`src/design/lbc_pkg.sv`:
```
// shared types, constants and register codes for the line blemish correction unit
package lbc_pkg;

    localparam int MAX_LINES_DEF   = 256;
    localparam int MAX_SAMPLES_DEF = 256;

    // geometry arithmetic width (signed), accumulator width, divider and product widths
    localparam int GEO_W  = 14;
    localparam int ACC_W  = 34;
    localparam int DVD_W  = ACC_W + 16;
    localparam int PROD_W = 49;

    localparam logic [1:0] CMD_WRITE   = 2'd0;
    localparam logic [1:0] CMD_COMPUTE = 2'd1;
    localparam logic [1:0] CMD_READ    = 2'd2;

    localparam logic [2:0] REG_NUM_LINES     = 3'd0;
    localparam logic [2:0] REG_NUM_SAMPLES   = 3'd1;
    localparam logic [2:0] REG_BAND_ONE_LINE = 3'd2;
    localparam logic [2:0] REG_BAND_TWO_LINE = 3'd3;
    localparam logic [2:0] REG_BAND_WIDTH    = 3'd4;
    localparam logic [2:0] REG_WINDOW_START  = 3'd5;
    localparam logic [2:0] REG_WINDOW_COUNT  = 3'd6;
    localparam logic [2:0] REG_MULTIPLY_MODE = 3'd7;

    localparam logic signed [31:0] FACTOR_MAX = 32'sh7FFF_FFFF;
    localparam logic signed [31:0] FACTOR_MIN = 32'sh8000_0000;

    typedef struct packed {
        logic [1:0]         cmd;
        logic [7:0]         row;
        logic [7:0]         col;
        logic signed [15:0] pixel_in;
    } in_item_t;

    typedef struct packed {
        logic signed [15:0] pixel_out;
        logic               clipped;
    } out_item_t;

    typedef struct packed {
        logic item_load;
        logic mem_we;
        logic addr_input;
        logic addr_nbr;
        logic pix_load;
        logic mul_go;
        logic mul_band;
        logic fix_go;
        logic band_clear;
        logic edge_take;
        logic edge_next;
        logic e_latch;
        logic acc;
        logic div_start;
        logic div_step;
        logic fac_store;
    } ctrl_cmd_t;

    typedef struct packed {
        logic in_range;
        logic in_band1;
        logic in_band2;
        logic edge_ok;
        logic win_empty;
        logic j_last;
        logic edge_sel;
        logic band_sel;
        logic div_done;
    } dp_status_t;

endpackage

```
`src/design/lbc_ctrl.sv`:
```
// sequencing state machine for the line blemish correction unit
module lbc_ctrl (
    input  logic               clk,
    input  logic               rst_n,
    input  logic               in_valid,
    output logic               in_ready,
    input  logic [1:0]         in_cmd,
    input  logic               out_free,
    output logic               out_load,
    input  lbc_pkg::dp_status_t stat,
    output lbc_pkg::ctrl_cmd_t  cmd
);
    import lbc_pkg::*;

    localparam logic [3:0] S_IDLE = 4'd0;
    localparam logic [3:0] S_RDW  = 4'd1;
    localparam logic [3:0] S_MUL1 = 4'd2;
    localparam logic [3:0] S_FIX1 = 4'd3;
    localparam logic [3:0] S_MUL2 = 4'd4;
    localparam logic [3:0] S_FIX2 = 4'd5;
    localparam logic [3:0] S_CB   = 4'd6;
    localparam logic [3:0] S_CE   = 4'd7;
    localparam logic [3:0] S_EA   = 4'd8;
    localparam logic [3:0] S_NA   = 4'd9;
    localparam logic [3:0] S_AC   = 4'd10;
    localparam logic [3:0] S_DS   = 4'd11;
    localparam logic [3:0] S_DV   = 4'd12;
    localparam logic [3:0] S_FS   = 4'd13;
    localparam logic [3:0] S_DONE = 4'd14;

    logic [3:0] state_reg, state_next;

    always_ff @(posedge clk or negedge rst_n)
    begin
        if (!rst_n)
        begin
            state_reg <= S_IDLE;
        end
        else
        begin
            state_reg <= state_next;
        end
    end

    always_comb
    begin
        state_next = state_reg;
        cmd        = '0;
        in_ready   = 1'b0;
        out_load   = 1'b0;
        unique case (state_reg)
            S_IDLE:
            begin
                in_ready       = 1'b1;
                cmd.addr_input = 1'b1;
                if (in_valid)
                begin
                    cmd.item_load = 1'b1;
                    unique case (in_cmd)
                        CMD_WRITE:
                        begin
                            cmd.mem_we = stat.in_range;
                            state_next = S_DONE;
                        end
                        CMD_READ:    state_next = stat.in_range ? S_RDW : S_DONE;
                        CMD_COMPUTE: state_next = S_CB;
                        default:     state_next = S_DONE;
                    endcase
                end
            end
            S_RDW:
            begin
                cmd.pix_load = 1'b1;
                priority if (stat.in_band1) state_next = S_MUL1;
                else if (stat.in_band2)     state_next = S_MUL2;
                else                        state_next = S_DONE;
            end
            S_MUL1:
            begin
                cmd.mul_go = 1'b1;
                state_next = S_FIX1;
            end
            S_FIX1:
            begin
                cmd.fix_go = 1'b1;
                state_next = stat.in_band2 ? S_MUL2 : S_DONE;
            end
            S_MUL2:
            begin
                cmd.mul_go   = 1'b1;
                cmd.mul_band = 1'b1;
                state_next   = S_FIX2;
            end
            S_FIX2:
            begin
                cmd.fix_go = 1'b1;
                state_next = S_DONE;
            end
            S_CB:
            begin
                cmd.band_clear = 1'b1;
                state_next     = S_CE;
            end
            S_CE:
            begin
                cmd.edge_take = stat.edge_ok;
                priority if (stat.edge_ok && !stat.win_empty)
                begin
                    state_next = S_EA;
                end
                else if (!stat.edge_sel)
                begin
                    cmd.edge_next = 1'b1;
                end
                else
                begin
                    state_next = S_DS;
                end
            end
            S_EA: state_next = S_NA;
            S_NA:
            begin
                cmd.addr_nbr = 1'b1;
                cmd.e_latch  = 1'b1;
                state_next   = S_AC;
            end
            S_AC:
            begin
                cmd.acc = 1'b1;
                priority if (!stat.j_last)
                begin
                    state_next = S_EA;
                end
                else if (!stat.edge_sel)
                begin
                    cmd.edge_next = 1'b1;
                    state_next    = S_CE;
                end
                else
                begin
                    state_next = S_DS;
                end
            end
            S_DS:
            begin
                cmd.div_start = 1'b1;
                state_next    = S_DV;
            end
            S_DV:
            begin
                if (stat.div_done)
                begin
                    state_next = S_FS;
                end
                else
                begin
                    cmd.div_step = 1'b1;
                end
            end
            S_FS:
            begin
                cmd.fac_store = 1'b1;
                state_next    = stat.band_sel ? S_DONE : S_CB;
            end
            S_DONE:
            begin
                if (out_free)
                begin
                    out_load   = 1'b1;
                    state_next = S_IDLE;
                end
            end
            default: state_next = S_IDLE;
        endcase
    end

endmodule

```
`config.mk`:
```
export PLATFORM = sky130hd
export DESIGN_NAME = lbc_ctrl
export DESIGN_NICKNAME = d
export VERILOG_FILES = /design/src/design/lbc_pkg.sv /design/src/design/lbc_ctrl.sv
export SDC_FILE = /design/constraint.sdc
export NUM_CORES = 1
export LEC_CHECK = 0
export BUFFER_PORTS_ARGS = -buffer_cell sky130_fd_sc_hd__buf_2
export CAP_MARGIN = 20
export CELL_PAD_IN_SITES_DETAIL_PLACEMENT = 1
export CELL_PAD_IN_SITES_GLOBAL_PLACEMENT = 1
export CORE_MARGIN = 10
export CORE_UTILIZATION = 32
export CTS_CLUSTER_DIAMETER = 30
export DETAILED_ROUTE_END_ITERATION = 16
export GPL_TIMING_DRIVEN = 0
export PLACE_DENSITY = 0.88
export SYNTH_ARGS = -nofsm -noshare
export SYNTH_HDL_FRONTEND = slang
export SYNTH_SLANG_ARGS = --single-unit
```
`constraint.sdc`:
```
create_clock -name clk -period 5.49 [get_ports clk]
set_input_delay 1.3725 -clock clk [delete_from_list [all_inputs] [get_ports clk]]
set_output_delay 1.3725 -clock clk [all_outputs]
set_load 0.02 [all_outputs]
```
# Word-level counts from Yosys, hierarchy flattened
# Cells that the tools add are included.
# classes
addsub	0
n_mul	0
div_mod_pow	0
n_lt_le_gt_ge	0
eq_ne	20
n_shift	0
n_mux	35
bitwise_logic	0
reduce_logical	7
# ops
operator	n
4-bit case mux with 15 select lines	1
4-bit two-way mux	11
4-bit == test, second input constant	7
1-bit two-way mux	19
4-bit by 3-bit == test with 1-bit output, second input constant	4
4-bit by 2-bit == test with 1-bit output, second input constant	2
4-bit case mux with 2 select lines	1
2-bit != test, second input constant	3
4-bit by 1-bit == test with 1-bit output, second input constant	1
4-bit logical NOT	1
4-bit AND reduction	1
2-bit OR reduction	2
3-bit two-way mux	1
3-bit != test, second input constant	1
2-bit by 1-bit == test with 1-bit output, second input constant	1
2-bit == test, second input constant	1
2-bit logical NOT	1
2-bit two-way mux	1
1-bit case mux with 2 select lines	1
1-bit logical AND	1
1-bit logical NOT	1
# totals
register_bits	4
latch_bits	0
mem_bits_rw	0
rom_bits	0
in_bits	15
output_inout_bits	18
wordCells	63
n_memories	0

# Depth between registers and ports, before layout
# Gate-level depths: netlist (run 1).
# depth
depth_word	4
mapped_depth	6
depth_no_buf	6

# Worst setup path before layout (run 1)
# OpenSTA, ideal clock, no wires.
# synth_timing
path_type	register to output
from	reg state_reg[2]
to	out cmd[14] in the netlist's numbering
arrival_ns	2.169
t_required_ns	4.118
setup_slack_ns	1.949
path_stages_with_launch	5
n_path_buf	1
cell_sequence	dfrtp_1 > clkbuf_1 > nor4_1 > and2_1 > and3_1
# synth_lines
item	line	source
from (decl)	lbc_ctrl.sv:31	logic [3:0] state_reg, state_next;
from (signal assigned)	lbc_ctrl.sv:41	state_reg <= state_next;
to (decl)	lbc_ctrl.sv:11	output lbc_pkg::ctrl_cmd_t cmd

==> flow_metrics.tcl, run 1 <==
set metrics [dict create \
    die_area_um2 4200 \
    wl_mm 2.39 \
    p_switching_mw 0.256 \
    ff2ff_setup_slack_ps 3630 \
    worst-endpoint-arrival_ps 2250 \
    first_pass_iters 4 \
    cts_tree "yes" \
    finalSetupTns_ps 0 \
    netlist_area_um2 642 \
    cts-root-buf "clkbuf_4" \
    io_buffer_count 32 \
    synth-async-reset-ratio_pct 100 \
    leakagePower_nw 0.446 \
    ys_top_cells_by_area "dfrtp_1 16%, nand2b_1 8.8%, ha_1 5.8%" \
    period_share_pct 66.0 \
    hold_buffers 0 \
    vias 788 \
    clk_latency_ps 240 \
    grt_overflow_total 0 \
    outcome "completed" \
    wl_per_cell_um 15.7 \
    slowest_stage "or4_1" \
    start_util_pct 33.1 \
    synthCells 90 \
    slowest_delay_ps 550 \
    required_ps 4120 \
    grt_max_degree 11 \
    internal_power_mw 0.221 \
    antenna_found_initial 0 \
    drv_cap 0 \
    worstMarginPinSlew_ps 565 \
    areaGrowthSynthToFinish_pct 33.7 \
    holdPathStages 3 \
    synth-edff-count 0 \
    slew_headroom_pct 62.0 \
    seqPwrFrac_pct 12.5 \
    critPathBufInv 3 \
    yosys_warnings 0 \
    fmax_mhz 276 \
    setup_viol 0 \
    grt_first_pass_wirelength_mm 3.91 \
    dp_hpwl_mm 1.93 \
    grt_use_total_pct 11.2 \
    cp_common_cell "buf_2" \
    skew_ps 2.18 \
    pwr-share-comb_pct 79.7 \
    critPathMaxFanout 4 \
    synth_fp_nets 108 \
    num_antenna_cells 0 \
    top_layer "met4" \
    drive_gt1_share_pct 34.4 \
    cts.sinks 4 \
    core_area_um2 1940 \
    ctsHtreeMaxLevel 1 \
    hold_viol 0 \
    rr_worst_depth 5 \
    place_area_um2 836 \
    synth_ff_type "dfrtp_1" \
    yosysMostFrequentCell "nor2_1" \
    largest_reg_flops 4 \
    vdd_drop_max_uv 216 \
    p_sw_share_pct 53.8 \
    die_w_um 64.8 \
    rows 16 \
    critPathLaunch "stat[0]" \
    post-synth-top-area-cell "dfrtp_1" \
    final_antenna_net_count 0 \
    drc 0 \
    synth_seq_cells 4 \
    r2r_end "state_reg[3]" \
    gp_congestion 0.817 \
    grt_pass1_vias 864 \
    r2r-start "state_reg[2]" \
    hp-class "reg2reg" \
    post_cts_buffers 0 \
    power_density_nw_per_um2 556 \
    min_period_ps 3630 \
    cts-resized-gates 0 \
    crit_chain "buf_2, or4_1, inv_1, buf_2" \
    wl_met3_um 187 \
    worstSetupEndpoint "cmd[1]" \
    yosys-top-cells-count "10 x nor2_1, 9 x nand2b_1, 7 x inv_1" \
    cts_buffers 3 \
    critPathKind "in2out" \
    clockBufferDepth 2 \
    ys_types 37 \
    synth_top_area_share_pct 15.6 \
    die_h_um 64.8 \
    cp-end-kind "output port" \
    wl_met2_mm 1.21 \
    fin_area_um2 858 \
    clock_power_share_pct 7.8 \
    cp.depth 4 \
    post_drt_via_cell_ratio 5.18 \
    finalMaxSlewViolations 0 \
    drt-met1-wl_um 977 \
    ios 33 \
    ys_seq_area_share_pct 15.6 \
    final_net_count 145 \
    cts.clk_slew.worst_paths_ps 40 \
    start_kind "primary input" \
    cpLargestDelayFamily "simple AND/OR/NAND/NOR gates" \
    avgSynthCellArea_um2 7.13 \
    drtIter0Drc 20 \
    rsz0062_at_grt "no" \
]
-- power by group through the flow --
stage | combinational [mW] | sequential (mW) | clock, mW
2_1_floorplan | 0.279 | 0.0550 | 0
3_3_place_gp | 0.365 | 0.0588 | 0
3_5_place_dp | 0.376 | 0.0600 | 0
4_1_cts | 0.380 | 0.0598 | 0.0379
5_1_grt | 0.416 | 0.0623 | 0.0388
6_report | 0.380 | 0.0598 | 0.0371
-- cell usage in the layout, fill, tap and decap left out, types with 4 or more instances in the layout --
cell and instances:
buf_2 34, nor2_1 10, nand2b_1 9, inv_1 7, nor3_1 5, clkbuf_1 4, dfrtp_1 4
-- worst min-delay path by stage --
stage / startpoint / end / slack [ps]
6_report: state_reg[1] / state_reg[1] / 870
2_1_floorplan: state_reg[1] / state_reg[1] / 710
5_1_grt: state_reg[1] / state_reg[1] / 900
3_3_place_gp: state_reg[1] / state_reg[1] / 800
4_1_cts: state_reg[1] / state_reg[1] / 890
3_5_place_dp: state_reg[1] / state_reg[1] / 870
-- tightest hold or removal path, stage by stage, from the launching register on --
cell	delay [ps]
dfrtp_1	360
or4_1	190
a31oi_1	100
a31oi_1	170
-- stage by stage --
step	hold slack, ps	util (%)	total power, mW	setup WS [ps]	std cells
after floorplan	710	-	0.334	1950	90
after global placement	797	43.0	0.424	1880	149
after detailed placement	873	43.0	0.436	1860	149
after CTS	886	44.2	0.478	1860	152
after global routing	904	44.2	0.517	1820	152
final	873	44.2	0.477	1860	152
-- final cells by class --
cell class / count / area (um^2)
plain buffers: 9 / 51.3
inverters: 7 / 26.3
multi-input cells: 70 / 464
clock buffers: 3 / 22.5
well taps: 27 / 33.8
flip-flops and latches: 4 / 100
repair buffers: 32 / 160
fillers: 281 / 1080
-- routing by layer --
| layer | track usage, % | vias up |
|---|---|---|
| met4 | 3.21 | 0 |
| li1 | - | 393 |
| met3 | 4.30 | 2 |
| met2 | 20.1 | 20 |
| met1 | 12.0 | 373 |
| met5 | 0 | - |
-- cell families after synthesis --
| group | after synthesis | synth area share, % |
|---|---|---|
| flip-flops | 4 | 15.6 |
| AO/OA/AOI/OAI | 18 | 19.5 |
| XOR/XNOR | 1 | 1.36 |
| adder cells (fa/ha/maj) | 3 | 5.85 |
| multiplexers | 2 | 3.90 |
| buffers and inverters | 16 | 12.1 |
| AND/OR/NAND/NOR | 46 | 41.7 |
Power figures use the tool's default switching activity.
==> run 2: changes to the inputs <==
--- a/config.mk
+++ b/config.mk
@@ -10,11 +10,11 @@
 export CELL_PAD_IN_SITES_DETAIL_PLACEMENT = 1
 export CELL_PAD_IN_SITES_GLOBAL_PLACEMENT = 1
 export CORE_MARGIN = 10
-export CORE_UTILIZATION = 32
+export CORE_UTILIZATION = 27
 export CTS_CLUSTER_DIAMETER = 30
 export DETAILED_ROUTE_END_ITERATION = 16
 export GPL_TIMING_DRIVEN = 0
-export PLACE_DENSITY = 0.88
+export PLACE_DENSITY = 0.8
 export SYNTH_ARGS = -nofsm -noshare
 export SYNTH_HDL_FRONTEND = slang
 export SYNTH_SLANG_ARGS = --single-unit
==> constraint.sdc (replaced) <==
create_clock -name clk -period 3.29 [get_ports clk]
set_input_delay 0.8225 -clock clk [delete_from_list [all_inputs] [get_ports clk]]
set_output_delay 0.8225 -clock clk [all_outputs]
set_load 0.02 [all_outputs]
==> run 2 against run 1 <==
Compared with the run above:
- clock power up 64%
- clock-buffer cell count unchanged
- critical endpoint is now cmd[14]
- first-iteration DRC count up 80%
- final cell count up 0.66%
- hold slack worse by 490 ps
- critical path depth up 1
==> flow_metrics.tcl, run 2 (synthesized netlist as in run 1, its figures left out) <==
set metrics [dict create \
    outcome "completed" \
    grt_pass1_vias 870 \
    post_drt_via_cell_ratio 5.22 \
    post_cts_buffers 0 \
    die_area_um2 4730 \
    hold_viol 0 \
    finalSetupTns_ps 0 \
    cp-end-kind "output port" \
    setup_viol 0 \
    power_density_nw_per_um2 914 \
    required_ps 2470 \
    cts-root-buf "clkbuf_4" \
    setup_slack_ps 480 \
    min_period_ps 2810 \
    drv_cap 0 \
    critPathMaxFanout 10 \
    fmax_mhz 356 \
    grt_first_pass_wirelength_mm 3.83 \
    top_layer "met4" \
    vdd_drop_max_uv 280 \
    largest_reg_flops 4 \
    layout_commonest_cell "buf_2" \
    grt_use_total_pct 10.4 \
    wl_met3_um 185 \
    drc 0 \
    vias 798 \
    mostFrequentLayoutCells "34 x buf_2, 10 x nor2_1, 9 x nand2b_1" \
    final_net_count 145 \
    wl_met2_mm 1.20 \
    rsz0062_at_grt "no" \
    cts-resized-gates 0 \
    gp_congestion 0.855 \
    grt_overflow_total 0 \
    area.sequential_um2 100 \
    die_h_um 68.8 \
    start_kind "flop" \
    cts_tree "yes" \
    wl_per_cell_um 14.9 \
    ios 33 \
    rows 17 \
    antenna_found_initial 0 \
    drt-met1-wl_um 888 \
    grt_max_degree 11 \
    drtIter0Drc 36 \
    finalMaxSlewViolations 0 \
    areaGrowthSynthToFinish_pct 33.9 \
    cts.clk_slew.worst_paths_ps 40 \
    pre_cts_slack_ps 690 \
    fillers 318 \
    fin_util_pct 38.5 \
    slew_headroom_pct 64.3 \
    critPathKind "reg2out" \
    die_w_um 68.8 \
    hold_buffers 0 \
    clk_latency_ps 230 \
    dp_hpwl_mm 1.90 \
    num_antenna_cells 0 \
    final_antenna_net_count 0 \
    core_area_um2 2230 \
    ctsHtreeMaxLevel 1 \
    wl_mm 2.28 \
    io_buffer_count 32 \
    hp-class "in2async" \
    clockBufferDepth 2 \
    period_share_pct 85.4 \
    leakagePower_nw 0.446 \
    multiInputGateArea_um2 464 \
    worst-endpoint-arrival_ps 1990 \
    skew_ps 2.37 \
    start_util_pct 28.7 \
    cts_buffers 3 \
    drive_gt1_share_pct 34.4 \
    worstMarginPinSlew_ps 530 \
    cts.sinks 4 \
    first_pass_iters 4 \
]
## run 2: cell counts in the layout (fill, tap and decap cells not counted)
Identical to the previous run, type by type.
## run 2: path summary, 6_finish.rpt
path / start / endpoint / slack [ps] / depth (start not counted)
max: state_reg[2] / cmd[14] / 480 / 5
min: rst_n / state_reg[1] / 380 / 1
max reg2reg: state_reg[0] / state_reg[3] / 1460 / 4
min reg2reg: state_reg[1] / state_reg[1] / 850 / 3
max in group asynchronous: rst_n / state_reg[2] / 2790 / 1
min in group clk: state_reg[1] / state_reg[1] / 850 / 3
## run 2: report_power, final
part	switching (mW)	total, mW	internal, mW
registers	0.0213	0.0989	0.0776
logic	0.377	0.626	0.250
clock network	0.0200	0.0608	0.0408
total	0.418	0.786	0.368
## run 2: metal layers
layer | global-route usage, % | vias to the layer above
li1 | - | 391
met1 | 11.2 | 381
met2 | 18.4 | 24
met3 | 2.58 | 2
met4 | 5.17 | 0
met5 | 0 | -
## run 2: final cells by class
class | count | area share, %
inverters | 7 | 3.06
well taps | 28 | 4.08
repair buffers | 32 | 18.6
clock buffers | 3 | 2.62
flip-flops and latches | 4 | 11.6
plain buffers | 9 | 5.97
multi-input cells | 70 | 54.0
## run 2: through the flow
stage	total power, mW	std cells	hold slack, ps	area, um^2
global placement	0.712	150	627	837
global route	0.859	153	385	860
detailed placement	0.727	150	631	837
finish	0.786	153	382	860
floorplan	0.557	90	527	642
CTS	0.793	153	381	860
## run 2: critical path, stage by stage, from the launching register on
cell	delay, ps
dfrtp_1	450
clkbuf_1	260
nor4_1	520
and2_1	210
and3_1	150
buf_2	160
