==> config.mk <==
export PLATFORM = sky130hd
export DESIGN_NAME = lbc_dpath
export DESIGN_NICKNAME = d
export VERILOG_FILES = /design/src/design/lbc_pkg.sv /design/src/design/lbc_dpath.sv
export SDC_FILE = /design/constraint.sdc
export NUM_CORES = 2
export LEC_CHECK = 0
export ABC_AREA = 0
export BUFFER_PORTS_ARGS = -buffer_cell sky130_fd_sc_hd__buf_2
export CAP_MARGIN = 40
export CORE_ASPECT_RATIO = 1.75
export CORE_UTILIZATION = 59
export CTS_CLUSTER_SIZE = 14
export DETAILED_ROUTE_END_ITERATION = 8
export GPL_TIMING_DRIVEN = 0
export PLACE_DENSITY = 0.89
export SKIP_CTS_REPAIR_TIMING = 1
export SLEW_MARGIN = 20
export SYNTH_ARGS = -nofsm -noshare
export SYNTH_HDL_FRONTEND = slang
export SYNTH_SLANG_ARGS = --single-unit
==> constraint.sdc <==
create_clock -name clk -period 9.3 [get_ports clk]
set_input_delay 0 -clock clk [delete_from_list [all_inputs] [get_ports clk]]
set_output_delay 0 -clock clk [all_outputs]
set_load 0.03 [all_outputs]
==> src/design/lbc_pkg.sv <==
// shared types, constants and register codes for the line blemish correction unit
package lbc_pkg;

    localparam int MAX_LINES_DEF   = 256;
    localparam int MAX_SAMPLES_DEF = 256;

    // geometry arithmetic width (signed), accumulator width, divider and product widths
    localparam int GEO_W  = 14;
    localparam int ACC_W  = 34;
    localparam int DVD_W  = ACC_W + 16;
    localparam int PROD_W = 49;

    localparam logic [1:0] CMD_WRITE   = 2'd0;
    localparam logic [1:0] CMD_COMPUTE = 2'd1;
    localparam logic [1:0] CMD_READ    = 2'd2;

    localparam logic [2:0] REG_NUM_LINES     = 3'd0;
    localparam logic [2:0] REG_NUM_SAMPLES   = 3'd1;
    localparam logic [2:0] REG_BAND_ONE_LINE = 3'd2;
    localparam logic [2:0] REG_BAND_TWO_LINE = 3'd3;
    localparam logic [2:0] REG_BAND_WIDTH    = 3'd4;
    localparam logic [2:0] REG_WINDOW_START  = 3'd5;
    localparam logic [2:0] REG_WINDOW_COUNT  = 3'd6;
    localparam logic [2:0] REG_MULTIPLY_MODE = 3'd7;

    localparam logic signed [31:0] FACTOR_MAX = 32'sh7FFF_FFFF;
    localparam logic signed [31:0] FACTOR_MIN = 32'sh8000_0000;

    typedef struct packed {
        logic [1:0]         cmd;
        logic [7:0]         row;
        logic [7:0]         col;
        logic signed [15:0] pixel_in;
    } in_item_t;

    typedef struct packed {
        logic signed [15:0] pixel_out;
        logic               clipped;
    } out_item_t;

    typedef struct packed {
        logic item_load;
        logic mem_we;
        logic addr_input;
        logic addr_nbr;
        logic pix_load;
        logic mul_go;
        logic mul_band;
        logic fix_go;
        logic band_clear;
        logic edge_take;
        logic edge_next;
        logic e_latch;
        logic acc;
        logic div_start;
        logic div_step;
        logic fac_store;
    } ctrl_cmd_t;

    typedef struct packed {
        logic in_range;
        logic in_band1;
        logic in_band2;
        logic edge_ok;
        logic win_empty;
        logic j_last;
        logic edge_sel;
        logic band_sel;
        logic div_done;
    } dp_status_t;

endpackage

==> src/design/lbc_dpath.sv <==
// configuration registers, geometry, statistics, divider and pixel correction
module lbc_dpath #(
    parameter int MAX_LINES   = lbc_pkg::MAX_LINES_DEF,
    parameter int MAX_SAMPLES = lbc_pkg::MAX_SAMPLES_DEF,
    localparam int ADDR_W = $clog2(MAX_LINES * MAX_SAMPLES)
) (
    input  logic                clk,
    input  logic                rst_n,
    input  logic                cfg_write,
    input  logic [2:0]          cfg_index,
    input  logic [8:0]          cfg_data,
    input  lbc_pkg::in_item_t   in_data,
    input  lbc_pkg::ctrl_cmd_t  cmd,
    output lbc_pkg::dp_status_t stat,
    output logic [ADDR_W-1:0]   mem_addr,
    output logic [15:0]         mem_wdata,
    input  logic [15:0]         mem_rdata,
    output lbc_pkg::out_item_t  result
);
    import lbc_pkg::*;

    localparam int CNT_W = $clog2(DVD_W + 1);
    localparam int Q_W   = PROD_W - 16;
    localparam logic signed [GEO_W-1:0] G_ZERO = GEO_W'(0);
    localparam logic signed [GEO_W-1:0] G_ONE  = GEO_W'(1);

    function automatic logic signed [GEO_W-1:0] ext(input logic [8:0] v);
        ext = $signed({{(GEO_W-9){1'b0}}, v});
    endfunction

    // configuration
    logic [8:0] num_lines_reg, num_samples_reg, band_one_reg, band_two_reg;
    logic [8:0] band_width_reg, window_count_reg;
    logic [7:0] window_start_reg;
    logic       mode_reg;

    always_ff @(posedge clk or negedge rst_n)
    begin
        if (!rst_n)
        begin
            num_lines_reg    <= 9'd256;
            num_samples_reg  <= 9'd256;
            band_one_reg     <= '0;
            band_two_reg     <= '0;
            band_width_reg   <= 9'd1;
            window_start_reg <= '0;
            window_count_reg <= '0;
            mode_reg         <= 1'b0;
        end
        else if (cfg_write)
        begin
            unique case (cfg_index)
                REG_NUM_LINES:     num_lines_reg    <= cfg_data;
                REG_NUM_SAMPLES:   num_samples_reg  <= cfg_data;
                REG_BAND_ONE_LINE: band_one_reg     <= cfg_data;
                REG_BAND_TWO_LINE: band_two_reg     <= cfg_data;
                REG_BAND_WIDTH:    band_width_reg   <= cfg_data;
                REG_WINDOW_START:  window_start_reg <= cfg_data[7:0];
                REG_WINDOW_COUNT:  window_count_reg <= cfg_data;
                REG_MULTIPLY_MODE: mode_reg         <= cfg_data[0];
                default:           mode_reg         <= mode_reg;
            endcase
        end
    end

    // geometry
    logic signed [GEO_W-1:0] lnl, lns, wid, t1, b1, t2, b2;
    logic signed [GEO_W-1:0] bt, bb, ot, ob, edge_row, nbr_row;
    logic signed [GEO_W-1:0] jlo0, jhi0, jhi1, jhi, jlo, nsamp;
    logic signed [GEO_W-1:0] in_row, in_col, it_row, row_sel, col_sel;
    logic                    top_ok, bot_ok;

    logic        band_reg, edge_reg;
    logic [1:0]  edges_reg;
    logic signed [GEO_W-1:0] j_reg;
    in_item_t    item_reg;

    always_comb
    begin
        priority if (num_lines_reg == 9'd0)        lnl = G_ONE;
        else if (ext(num_lines_reg) > GEO_W'(MAX_LINES)) lnl = GEO_W'(MAX_LINES);
        else                                        lnl = ext(num_lines_reg);
        priority if (num_samples_reg == 9'd0)      lns = G_ONE;
        else if (ext(num_samples_reg) > GEO_W'(MAX_SAMPLES)) lns = GEO_W'(MAX_SAMPLES);
        else                                        lns = ext(num_samples_reg);
    end

    assign wid = (band_width_reg == 9'd0) ? G_ONE : ext(band_width_reg);
    assign t1  = ext(band_one_reg) - G_ONE;
    assign b1  = t1 + wid - G_ONE;
    assign t2  = ext(band_two_reg) - G_ONE;
    assign b2  = t2 + wid - G_ONE;

    assign bt = band_reg ? t2 : t1;
    assign bb = band_reg ? b2 : b1;
    assign ot = band_reg ? t1 : t2;
    assign ob = band_reg ? b1 : b2;

    // an edge that touches the other band or its lower neighbour line is skipped
    assign top_ok = (bt > G_ZERO) && (bt < lnl) && !((bt >= ot) && (bt <= ob + G_ONE));
    assign bot_ok = (bb >= G_ZERO) && (bb < lnl - G_ONE)
                    && !((bb >= ot) && (bb <= ob + G_ONE));

    assign edge_row = edge_reg ? bb : bt;
    assign nbr_row  = edge_reg ? bb + G_ONE : bt - G_ONE;

    // sample window
    assign jlo0  = ext({1'b0, window_start_reg});
    assign jhi0  = (window_count_reg != 9'd0) ? jlo0 + ext(window_count_reg) : lns;
    assign jhi1  = (jhi0 > lns) ? lns : jhi0;
    assign jhi   = jhi1;
    assign jlo   = (jlo0 > jhi) ? jhi : jlo0;
    assign nsamp = jhi - jlo;

    assign in_row = ext({1'b0, in_data.row});
    assign in_col = ext({1'b0, in_data.col});
    assign it_row = ext({1'b0, item_reg.row});

    assign row_sel = cmd.addr_input ? in_row : (cmd.addr_nbr ? nbr_row : edge_row);
    assign col_sel = cmd.addr_input ? in_col : j_reg;

    assign mem_addr  = ADDR_W'(row_sel) * ADDR_W'(MAX_SAMPLES) + ADDR_W'(col_sel);
    assign mem_wdata = in_data.pixel_in;

    // statistics, divider and factors
    logic signed [15:0]      e_reg, res_reg;
    logic signed [ACC_W-1:0] esum_reg, nsum_reg, dsum, num, den, den_o;
    logic [ACC_W-1:0]        num_mag, den_mag, dsr_reg, rem_reg;
    logic [ACC_W:0]          trial;
    logic                    ge;
    logic [DVD_W-1:0]        dvd_reg;
    logic [CNT_W-1:0]        cnt_reg;
    logic                    special_reg, neg_reg, clip_reg;
    logic signed [31:0]      f1_reg, f2_reg, fac_next;
    logic                    fac_clip;

    assign dsum  = esum_reg - nsum_reg;
    assign den_o = (edges_reg == 2'd2) ? ACC_W'(nsamp) <<< 1
                 : (edges_reg == 2'd1) ? ACC_W'(nsamp) : ACC_W'(0);
    assign num   = mode_reg ? nsum_reg : dsum;
    assign den   = mode_reg ? esum_reg : den_o;
    assign num_mag = num[ACC_W-1] ? ACC_W'(-num) : ACC_W'(num);
    assign den_mag = den[ACC_W-1] ? ACC_W'(-den) : ACC_W'(den);

    assign trial = {rem_reg, dvd_reg[DVD_W-1]};
    assign ge    = trial >= {1'b0, dsr_reg};

    always_comb
    begin
        fac_clip = 1'b0;
        fac_next = '0;
        if (special_reg)
        begin
            // zero denominator: gain mode saturates by the neighbour sum sign
            if (mode_reg && (nsum_reg > ACC_W'(0)))
            begin
                fac_next = FACTOR_MAX;
                fac_clip = 1'b1;
            end
            else if (mode_reg && (nsum_reg < ACC_W'(0)))
            begin
                fac_next = FACTOR_MIN;
                fac_clip = 1'b1;
            end
        end
        else if (!neg_reg)
        begin
            if (dvd_reg > DVD_W'(32'h7FFF_FFFF))
            begin
                fac_next = FACTOR_MAX;
                fac_clip = 1'b1;
            end
            else
            begin
                fac_next = $signed(dvd_reg[31:0]);
            end
        end
        else
        begin
            if (dvd_reg > DVD_W'(32'h8000_0000))
            begin
                fac_next = FACTOR_MIN;
                fac_clip = 1'b1;
            end
            else
            begin
                fac_next = -$signed(dvd_reg[31:0]);
            end
        end
    end

    // pixel correction
    logic signed [31:0]       f_sel;
    logic signed [PROD_W-1:0] prod_next, prod_reg;
    logic signed [Q_W-1:0]    qt, qa;
    logic signed [15:0]       fix_next;
    logic                     fix_clip;

    assign f_sel     = cmd.mul_band ? f2_reg : f1_reg;
    assign prod_next = mode_reg ? PROD_W'(res_reg) * PROD_W'(f_sel)
                                : (PROD_W'(res_reg) <<< 16) - PROD_W'(f_sel);
    assign qt = $signed(prod_reg[PROD_W-1:16]);
    // shift floors, so a negative value with a fraction steps back toward zero
    assign qa = (prod_reg[PROD_W-1] && (prod_reg[15:0] != 16'd0)) ? qt + Q_W'(1) : qt;

    always_comb
    begin
        fix_clip = 1'b0;
        if (qa > Q_W'(32767))
        begin
            fix_next = 16'sh7FFF;
            fix_clip = 1'b1;
        end
        else if (qa < Q_W'(-32768))
        begin
            fix_next = 16'sh8000;
            fix_clip = 1'b1;
        end
        else
        begin
            fix_next = qa[15:0];
        end
    end

    // control state
    always_ff @(posedge clk or negedge rst_n)
    begin
        if (!rst_n)
        begin
            band_reg    <= 1'b0;
            edge_reg    <= 1'b0;
            edges_reg   <= '0;
            cnt_reg     <= '0;
            clip_reg    <= 1'b0;
            special_reg <= 1'b0;
            neg_reg     <= 1'b0;
            f1_reg      <= '0;
            f2_reg      <= '0;
        end
        else
        begin
            if (cmd.item_load)
            begin
                band_reg <= 1'b0;
                clip_reg <= 1'b0;
            end
            if (cmd.band_clear)
            begin
                edge_reg  <= 1'b0;
                edges_reg <= '0;
            end
            if (cmd.edge_take)
            begin
                edges_reg <= edges_reg + 2'd1;
            end
            if (cmd.edge_next)
            begin
                edge_reg <= 1'b1;
            end
            if (cmd.div_start)
            begin
                special_reg <= (den == ACC_W'(0));
                neg_reg     <= num[ACC_W-1] ^ den[ACC_W-1];
                cnt_reg     <= (den == ACC_W'(0)) ? CNT_W'(0) : CNT_W'(DVD_W);
            end
            if (cmd.div_step)
            begin
                cnt_reg <= cnt_reg - CNT_W'(1);
            end
            if (cmd.fac_store)
            begin
                if (band_reg)
                begin
                    f2_reg <= fac_next;
                end
                else
                begin
                    f1_reg <= fac_next;
                end
                clip_reg <= clip_reg | fac_clip;
                band_reg <= 1'b1;
            end
            if (cmd.fix_go)
            begin
                clip_reg <= clip_reg | fix_clip;
            end
        end
    end

    // payload
    always_ff @(posedge clk)
    begin
        if (cmd.item_load)
        begin
            item_reg <= in_data;
            res_reg  <= '0;
        end
        if (cmd.pix_load)
        begin
            res_reg <= $signed(mem_rdata);
        end
        if (cmd.mul_go)
        begin
            prod_reg <= prod_next;
        end
        if (cmd.fix_go)
        begin
            res_reg <= fix_next;
        end
        if (cmd.band_clear)
        begin
            esum_reg <= '0;
            nsum_reg <= '0;
        end
        if (cmd.edge_take)
        begin
            j_reg <= jlo;
        end
        if (cmd.e_latch)
        begin
            e_reg <= $signed(mem_rdata);
        end
        if (cmd.acc)
        begin
            esum_reg <= esum_reg + ACC_W'(e_reg);
            nsum_reg <= nsum_reg + ACC_W'($signed(mem_rdata));
            j_reg    <= j_reg + G_ONE;
        end
        if (cmd.div_start)
        begin
            dvd_reg <= {num_mag, 16'd0};
            dsr_reg <= den_mag;
            rem_reg <= '0;
        end
        if (cmd.div_step)
        begin
            rem_reg <= ge ? ACC_W'(trial - {1'b0, dsr_reg}) : ACC_W'(trial);
            dvd_reg <= {dvd_reg[DVD_W-2:0], ge};
        end
    end

    assign stat.in_range  = (in_row < lnl) && (in_col < lns);
    assign stat.in_band1  = (it_row >= t1) && (it_row <= b1);
    assign stat.in_band2  = (it_row >= t2) && (it_row <= b2);
    assign stat.edge_ok   = edge_reg ? bot_ok : top_ok;
    assign stat.win_empty = (nsamp == G_ZERO);
    assign stat.j_last    = ((j_reg + G_ONE) == jhi);
    assign stat.edge_sel  = edge_reg;
    assign stat.band_sel  = band_reg;
    assign stat.div_done  = (cnt_reg == CNT_W'(0));

    assign result.pixel_out = res_reg;
    assign result.clipped   = clip_reg;

endmodule

**After elaboration in Yosys (flattened, before gate mapping)**

Index checks and enable logic that the tools add are counted.

- $add $sub $neg: 25
- Multiply operators: 1
- Order comparisons: 25
- Equality and inequality tests: 10
- Multiplexer cells: 67
- Bitwise gates (word level): 4
- Reduce and logical (&&, ||, !) cells: 41

Operators with widths:

| kind | number |
|---|---|
| two-way mux 34 bit | 11 |
| two-way mux 32 bit | 7 |
| two-way mux 14 bit | 10 |
| two-way mux 50 bit | 2 |
| two-way mux 16 bit | 5 |
| adder 34 x 16 -> 34 bit | 2 |
| negation 34 bit | 2 |
| subtractor 34 bit | 2 |
| two-way mux 33 bit | 2 |
| greater-than comparator 50 x 31 -> 1 bit, second input constant | 1 |
| greater-than comparator 50 x 32 -> 1 bit, second input constant | 1 |
| two-way mux 49 bit | 1 |
| multiplier 16 x 32 -> 48 bit | 1 |
| two-way mux 9 bit | 5 |
| >= comparator 35 x 34 -> 1 bit | 1 |
| greater-than comparator 34 x 1 -> 1 bit, second input constant | 1 |
| zero test 34 bit | 1 |
| < comparator 34 x 1 -> 1 bit, second input constant | 1 |
| adder 33 x 2 -> 33 bit, second input constant | 1 |
| greater-than comparator 33 x 16 -> 1 bit, second input constant | 1 |
| < comparator 33 x 16 -> 1 bit, second input constant | 1 |
| subtractor 32 x 32 -> 33 bit | 1 |
| two-way mux 8 bit | 4 |
| negation 32 bit | 1 |
| other kinds (47) | 108 |

- Register bits: 429
- Output and inout bits: 58

**Depth between registers and ports, before layout**

- Depth after elaboration: 16
- Mapped depth: 44

**Worst setup path before layout**

No wires, ideal clock.

- Path kind: reg2reg
- Start point: reg window_start_reg[1]
- End point: reg dsr_reg[30], data pin
- Library setup time: 135 ps
- Arrival: 8632 ps
- Data required time: 9165 ps
- Path slack: 533 ps
- Stages on the path, launching flop included: 42
- Path buffers: 5
- Cell sequence: dfrtp_1 > clkbuf_1 > inv_1 > fa_1 > nor2b_1 > o311ai_0 > a21oi_1 > o21ai_0 > a21oi_1 > nor2_1 > ha_1 > and3_1 > nand3_1 > o22ai_1 > o21ai_1 > buf_2 > clkbuf_1 > nand2_1 > (+6 left out) > o21ai_0 > nand2_1 > a211oi_1 > nor2_1 > o21ai_0 > ha_1 > inv_1 > ha_1 > clkbuf_1 > nor4_1 > a211o_1 > o211ai_2 > a211oi_1 > o2111ai_2 > or4_4 > buf_2 > or4_1 > nand3_1

- Longest elaborated chain between the ends: 12

RTL lines:

| item | line | source |
|---|---|---|
| start, declared | lbc_dpath.sv:34 | `logic [7:0] window_start_reg;` |
| start signal, assigned | lbc_dpath.sv:58 | `REG_WINDOW_START: window_start_reg <= cfg_data[7:0];` |
| adder 8 x 9 -> 10 bit | lbc_dpath.sv:109 | `assign jhi0 = (window_count_reg != 9'd0) ? jlo0 + ext(window_count_reg) : lns;` |
| two-way mux 14 bit | lbc_dpath.sv:109 |  |
| greater-than comparator 14 bit | lbc_dpath.sv:110 | `assign jhi1 = (jhi0 > lns) ? lns : jhi0;` |
| two-way mux 14 bit | lbc_dpath.sv:110 |  |
| greater-than comparator 9 x 14 -> 1 bit | lbc_dpath.sv:112 | `assign jlo = (jlo0 > jhi) ? jhi : jlo0;` |
| two-way mux 14 bit | lbc_dpath.sv:112 |  |
| subtractor 14 bit * | lbc_dpath.sv:113 | `assign nsamp = jhi - jlo;` |
| two-way mux 34 bit | lbc_dpath.sv:139 | `: (edges_reg == 2'd1) ? ACC_W'(nsamp) : ACC_W'(0);` |
| two-way mux 34 bit * | lbc_dpath.sv:138 | `assign den_o = (edges_reg == 2'd2) ? ACC_W'(nsamp) <<< 1` |
| two-way mux 34 bit * | lbc_dpath.sv:141 | `assign den = mode_reg ? esum_reg : den_o;` |
| negation 34 bit | lbc_dpath.sv:143 | `assign den_mag = den[ACC_W-1] ? ACC_W'(-den) : ACC_W'(den);` |
| two-way mux 33 bit * | lbc_dpath.sv:143 |  |
| named net den_mag[30] | lbc_dpath.sv:128 | `logic [ACC_W-1:0] num_mag, den_mag, dsr_reg, rem_reg;` |
| end signal, assigned | lbc_dpath.sv:332 | `dsr_reg <= den_mag;` |
| end, declared | lbc_dpath.sv:128 |  |

The timed path passes the listed nets; every way through them passes the cells marked *.
A chain may end at the register's enable or synchronous reset.

**Worst setup path after layout**

- Start point: reg f2_reg[10]
- End point: reg prod_reg[47], data pin

- Longest elaborated chain between the ends: 3
- Elaborated cells between the ends (all ways): 4
- Classes of those cells: add/sub (1); mul (1); mux (2)

RTL lines:

| item | line | source |
|---|---|---|
| start, declared | lbc_dpath.sv:134 | `logic signed [31:0] f1_reg, f2_reg, fac_next;` |
| start signal, assigned | lbc_dpath.sv:274 | `f2_reg <= fac_next;` |
| two-way mux 32 bit * | lbc_dpath.sv:199 | `assign f_sel = cmd.mul_band ? f2_reg : f1_reg;` |
| multiplier 16 x 32 -> 48 bit or subtractor 32 x 32 -> 33 bit (tied branches) | lbc_dpath.sv:200, lbc_dpath.sv:201 |  |
| two-way mux 49 bit * | lbc_dpath.sv:200 | `assign prod_next = mode_reg ? PROD_W'(res_reg) * PROD_W'(f_sel)` |
| named net prod_next[47] | lbc_dpath.sv:194 | `logic signed [PROD_W-1:0] prod_next, prod_reg;` |
| end signal, assigned | lbc_dpath.sv:304 | `prod_reg <= prod_next;` |
| end, declared | lbc_dpath.sv:194 |  |

Marks and branches as above.

==> out/metrics.csv <==
stage,metric,value,unit
worst_setup_path,critical path type,reg2reg,
synth,Synth Warn #,0,
synth,Unique masters post-synth,109,
clock_network,htree depth,2,
grt,gr ovfl total,0,
synth,"Cell Area, Synth",53830,um2
min_path,hold worst-path end,clip_reg$_DFFE_PN0P_,
worst_setup_path,maximum fanout along the worst path,10,
final_layout,max FFs per register,50,
detailed_routing,routed vias,47400,
worst_setup_path,worst path buffer plus inverter count,4,
synth,number of enable flip-flop cells after synthesis,288,
clock_network,CTS Buffer Depth,3,
final_layout,fill count,7129,
placed_design,IO buf count,116,
worst_setup_path,r2r setup slk,0.17,ns
timing,final setup violation count,0,
worst_setup_path,Top Family by Delay on Critical Path,adder cells,
placed_design,Placed Cells,7371,
worst_setup_path,CP dominant cell by count,fa_1,
synth,top cell type by total area after synthesis,fa_1,
placed_design,Setup Slack @ Placement,-1.618,ns
die,Initial Utilization,59.53,%
detailed_routing,WL/cell,23.16,um
worst_setup_path,required time of the critical path,9.63,ns
clock_network,clock transition at the registers of the reported paths,0.06,ns
synth,Avg Inst Size Synth,8.897,um2
timing,min setup slack post-route,0.1667,ns
timing,Tightest Pin Transition,1.115,ns
clock_network,Clock Tree Root,clkbuf_16,
synth,dominant synthesized flop cell,edfxtp_1,
die,Die X,230.3,um
clock_network,CTS Buf Count,43,
run_status,failing checks,hold timing,
grt,antenna violations before repair,6,
worst_setup_path,Crit-path slowest cell,buf_1,
timing,crit path time final,9.133,ns
clock_network,"Clk Latency, worst-skew pair",0.62,ns
die,Die H,401.6,um
synth,asr flop ratio synth,32.71,%
timing,clk_skew,0.04556,ns
final_layout,fin nets,7349,
worst_setup_path,Critical Path Source Type,flop,
worst_setup_path,worst-case reg-to-reg path depth,27,
worst_setup_path,worst reg2reg startpoint,f2_reg[10]$_DFFE_PN0P_,
timing,final hold violations,1,
grt,largest net degree at the start of global routing,78,
grt,gr usage total,37.94,%
timing,worst hold slack,-0.01340,ns
final_layout,layout cells sized above 1,7.751,%
placed_design,Routability Congestion,1.049,
synth,top post-synthesis cells by area,"fa_1 (18%), edfxtp_1 (16%), ha_1 (11%)",
synth,Synth Instances,6050,
placed_design,post-DP HPWL,140900,um
worst_setup_path,worst path arrival time,9.46,ns
detailed_routing,DRC,0,
clock_network,CTS Sinks,428,
timing,Max Freq,109.5,MHz
clock_network,TritonCTS clock tree,done,
worst_setup_path,Critical R2R Capture,prod_reg[47]$_DFFE_PP_,
die,die area,92490,um2
timing,crit share post-route,98.21,%
job,Max Cap Viol,0,
timing,Slew headroom,24.69,%
min_path,hold wc startpoint,cmd[8],
worst_setup_path,crit end category,flop,
min_path,Hold Crit Class,in2reg,
detailed_routing,final antenna-violating net count,0,
grt,global-route wire length before repair,268900,um
detailed_routing,Pre-Repair DR Iteration Count,6,
detailed_routing,Routed WL,174300,um
die,core footprint,90420,um2
final_layout,Non-Filler Instances,7527,
synth,Yosys top cell area share,18.37,%
synth,Yosys reg bits,428,
timing,Pins Over Slew Limit,0,
detailed_routing,vias per std cell,6.297,
min_path,hold path depth,3,
final_layout,Synth-to-Final Area Change,8.763,%
grt,vias in the first global route,48720,
run_status,status,"finished, violations left",
detailed_routing,DRT iter0 DRCs,3781,
synth,"Seq/Total Area, Yosys",22.58,%
die,I/O pins,139,
worst_setup_path,Worst path max stage delay,0.54,ns
die,Rows,146,
cell type report:
cell class | instances | area, um2 | share of cell area, %
diodes | 8 | 20.02 | 0.03419
repair buffers | 217 | 1582 | 2.701
flip-flops and latches | 428 | 12160 | 20.76
clock buffers | 60 | 1254 | 2.141
multi-input cells | 4575 | 37860 | 64.67
clock inverters | 19 | 175.2 | 0.2992
plain buffers | 235 | 1010 | 1.725
inverters | 801 | 3009 | 5.140
well taps | 1184 | 1481 | 2.530
kinds of logic after synthesis:
group,count (synthesis),share of synthesized area [%]
AND/OR/NAND/NOR,1889,16.95
AO/OA/AOI/OAI,1204,14.37
buffers and inverters,1049,7.485
adder cells (fa/ha/maj),970,29.42
flip-flops,428,22.58
XOR/XNOR,327,5.404
multiplexers,182,3.775
other,1,0.006967
through the flow:
stage	util [%]	TNS [ns]	hold WS, ns	area [um2]
2_1_floorplan	-	0	-0.2956	53840
3_3_place_gp	61.82	-62.77	0.1991	55900
3_5_place_dp	62.07	-63.12	-0.01745	56130
4_1_cts	63.65	-55.94	-0.6513	57550
5_1_grt	64.74	-1.090	0.04010	58540
6_report	64.74	0	-0.01340	58540
per-layer routing:
| metal | global-route usage, % | vias to the layer above | part of all wire, % |
|---|---|---|---|
| li1 | - | 21060 | - |
| met4 | 39.18 | 0 | 13 |
| met1 | 37.05 | 22910 | 31 |
| met2 | 65.37 | 2407 | 49 |
| met3 | 6.754 | 1030 | 7.0 |
| met5 | 0 | - | 0 |
worst reg2reg max path: stages, from the launching register on:
cell	delay (ns)
dfrtp_1	0.35
mux2_2	0.39
buf_1	0.55
nand2_1	0.18
fa_1	0.54
inv_1	0.05
fa_1	0.47
fa_1	0.48
fa_1	0.50
inv_1	0.06
fa_1	0.53
inv_1	0.05
fa_1	0.48
ha_1	0.40
a21oi_1	0.27
nor3b_1	0.20
o21ai_0	0.18
and4_1	0.29
o211ai_1	0.32
a21oi_1	0.18
o31a_1	0.36
a41o_1	0.37
o41ai_2	0.53
o21ai_0	0.31
o21a_1	0.28
a31oi_1	0.25
xnor2_1	0.10
a21o_1	0.17
cells in the mapped netlist (61+ instances only):
cell type	number
dfrtp_1	137
clkbuf_1	192
a211oi_1	61
mux2_2	113
xor2_1	122
o21a_1	94
edfxtp_1	288
nor3_1	115
inv_1	798
o21ai_0	287
nand2_1	659
mux2i_1	62
a21oi_1	340
xnor2_1	202
nand3_1	92
ha_1	473
and2_1	170
nor2_1	393
nor2b_1	73
a21o_1	91
fa_1	494
nand2b_1	64
how the worst max path moves through the flow:
stage / startpoint / end / slack, ns / cells after the start
CTS: window_start_reg[1]$_DFFE_PN0P_ / dsr_reg[18]$_DFFE_PP_ / -1.65 / 37
global route: window_start_reg[1]$_DFFE_PN0P_ / dsr_reg[27]$_DFFE_PP_ / -0.13 / 41
global placement: cmd[9] / prod_reg[46]$_DFFE_PP_ / -1.93 / 31
finish: f2_reg[10]$_DFFE_PN0P_ / prod_reg[47]$_DFFE_PP_ / 0.17 / 27
detailed placement: window_start_reg[1]$_DFFE_PN0P_ / dsr_reg[18]$_DFFE_PP_ / -1.62 / 37
floorplan: window_start_reg[1]$_DFFE_PN0P_ / dsr_reg[30]$_DFFE_PP_ / 0.53 / 41
placed cells by master, fill, tap and decap left out, types with 41 or more instances in the layout:
cell type      count
xor2_1           122
edfxtp_1         288
a21oi_1          339
buf_2            127
mux2_2           113
inv_1            797
nor2b_1           72
nor3_1           113
dlygate4sd3_1     51
a211oi_1          56
nor4_1            56
and2_1           170
a21o_1            91
clkbuf_1         180
nor2_1           391
buf_4             41
dfrtp_1          137
nand2_1          659
o21a_1            94
nand2b_1          64
xnor2_1          202
nand3_1           92
clkbuf_16         46
a31oi_1           41
mux2i_1           60
or3_1             53
fa_1             493
o21ai_0          283
and3_1            47
ha_1             472
Power is not shown: default switching activity piles up to over one toggle a cycle in this logic, so the estimate is an artifact.
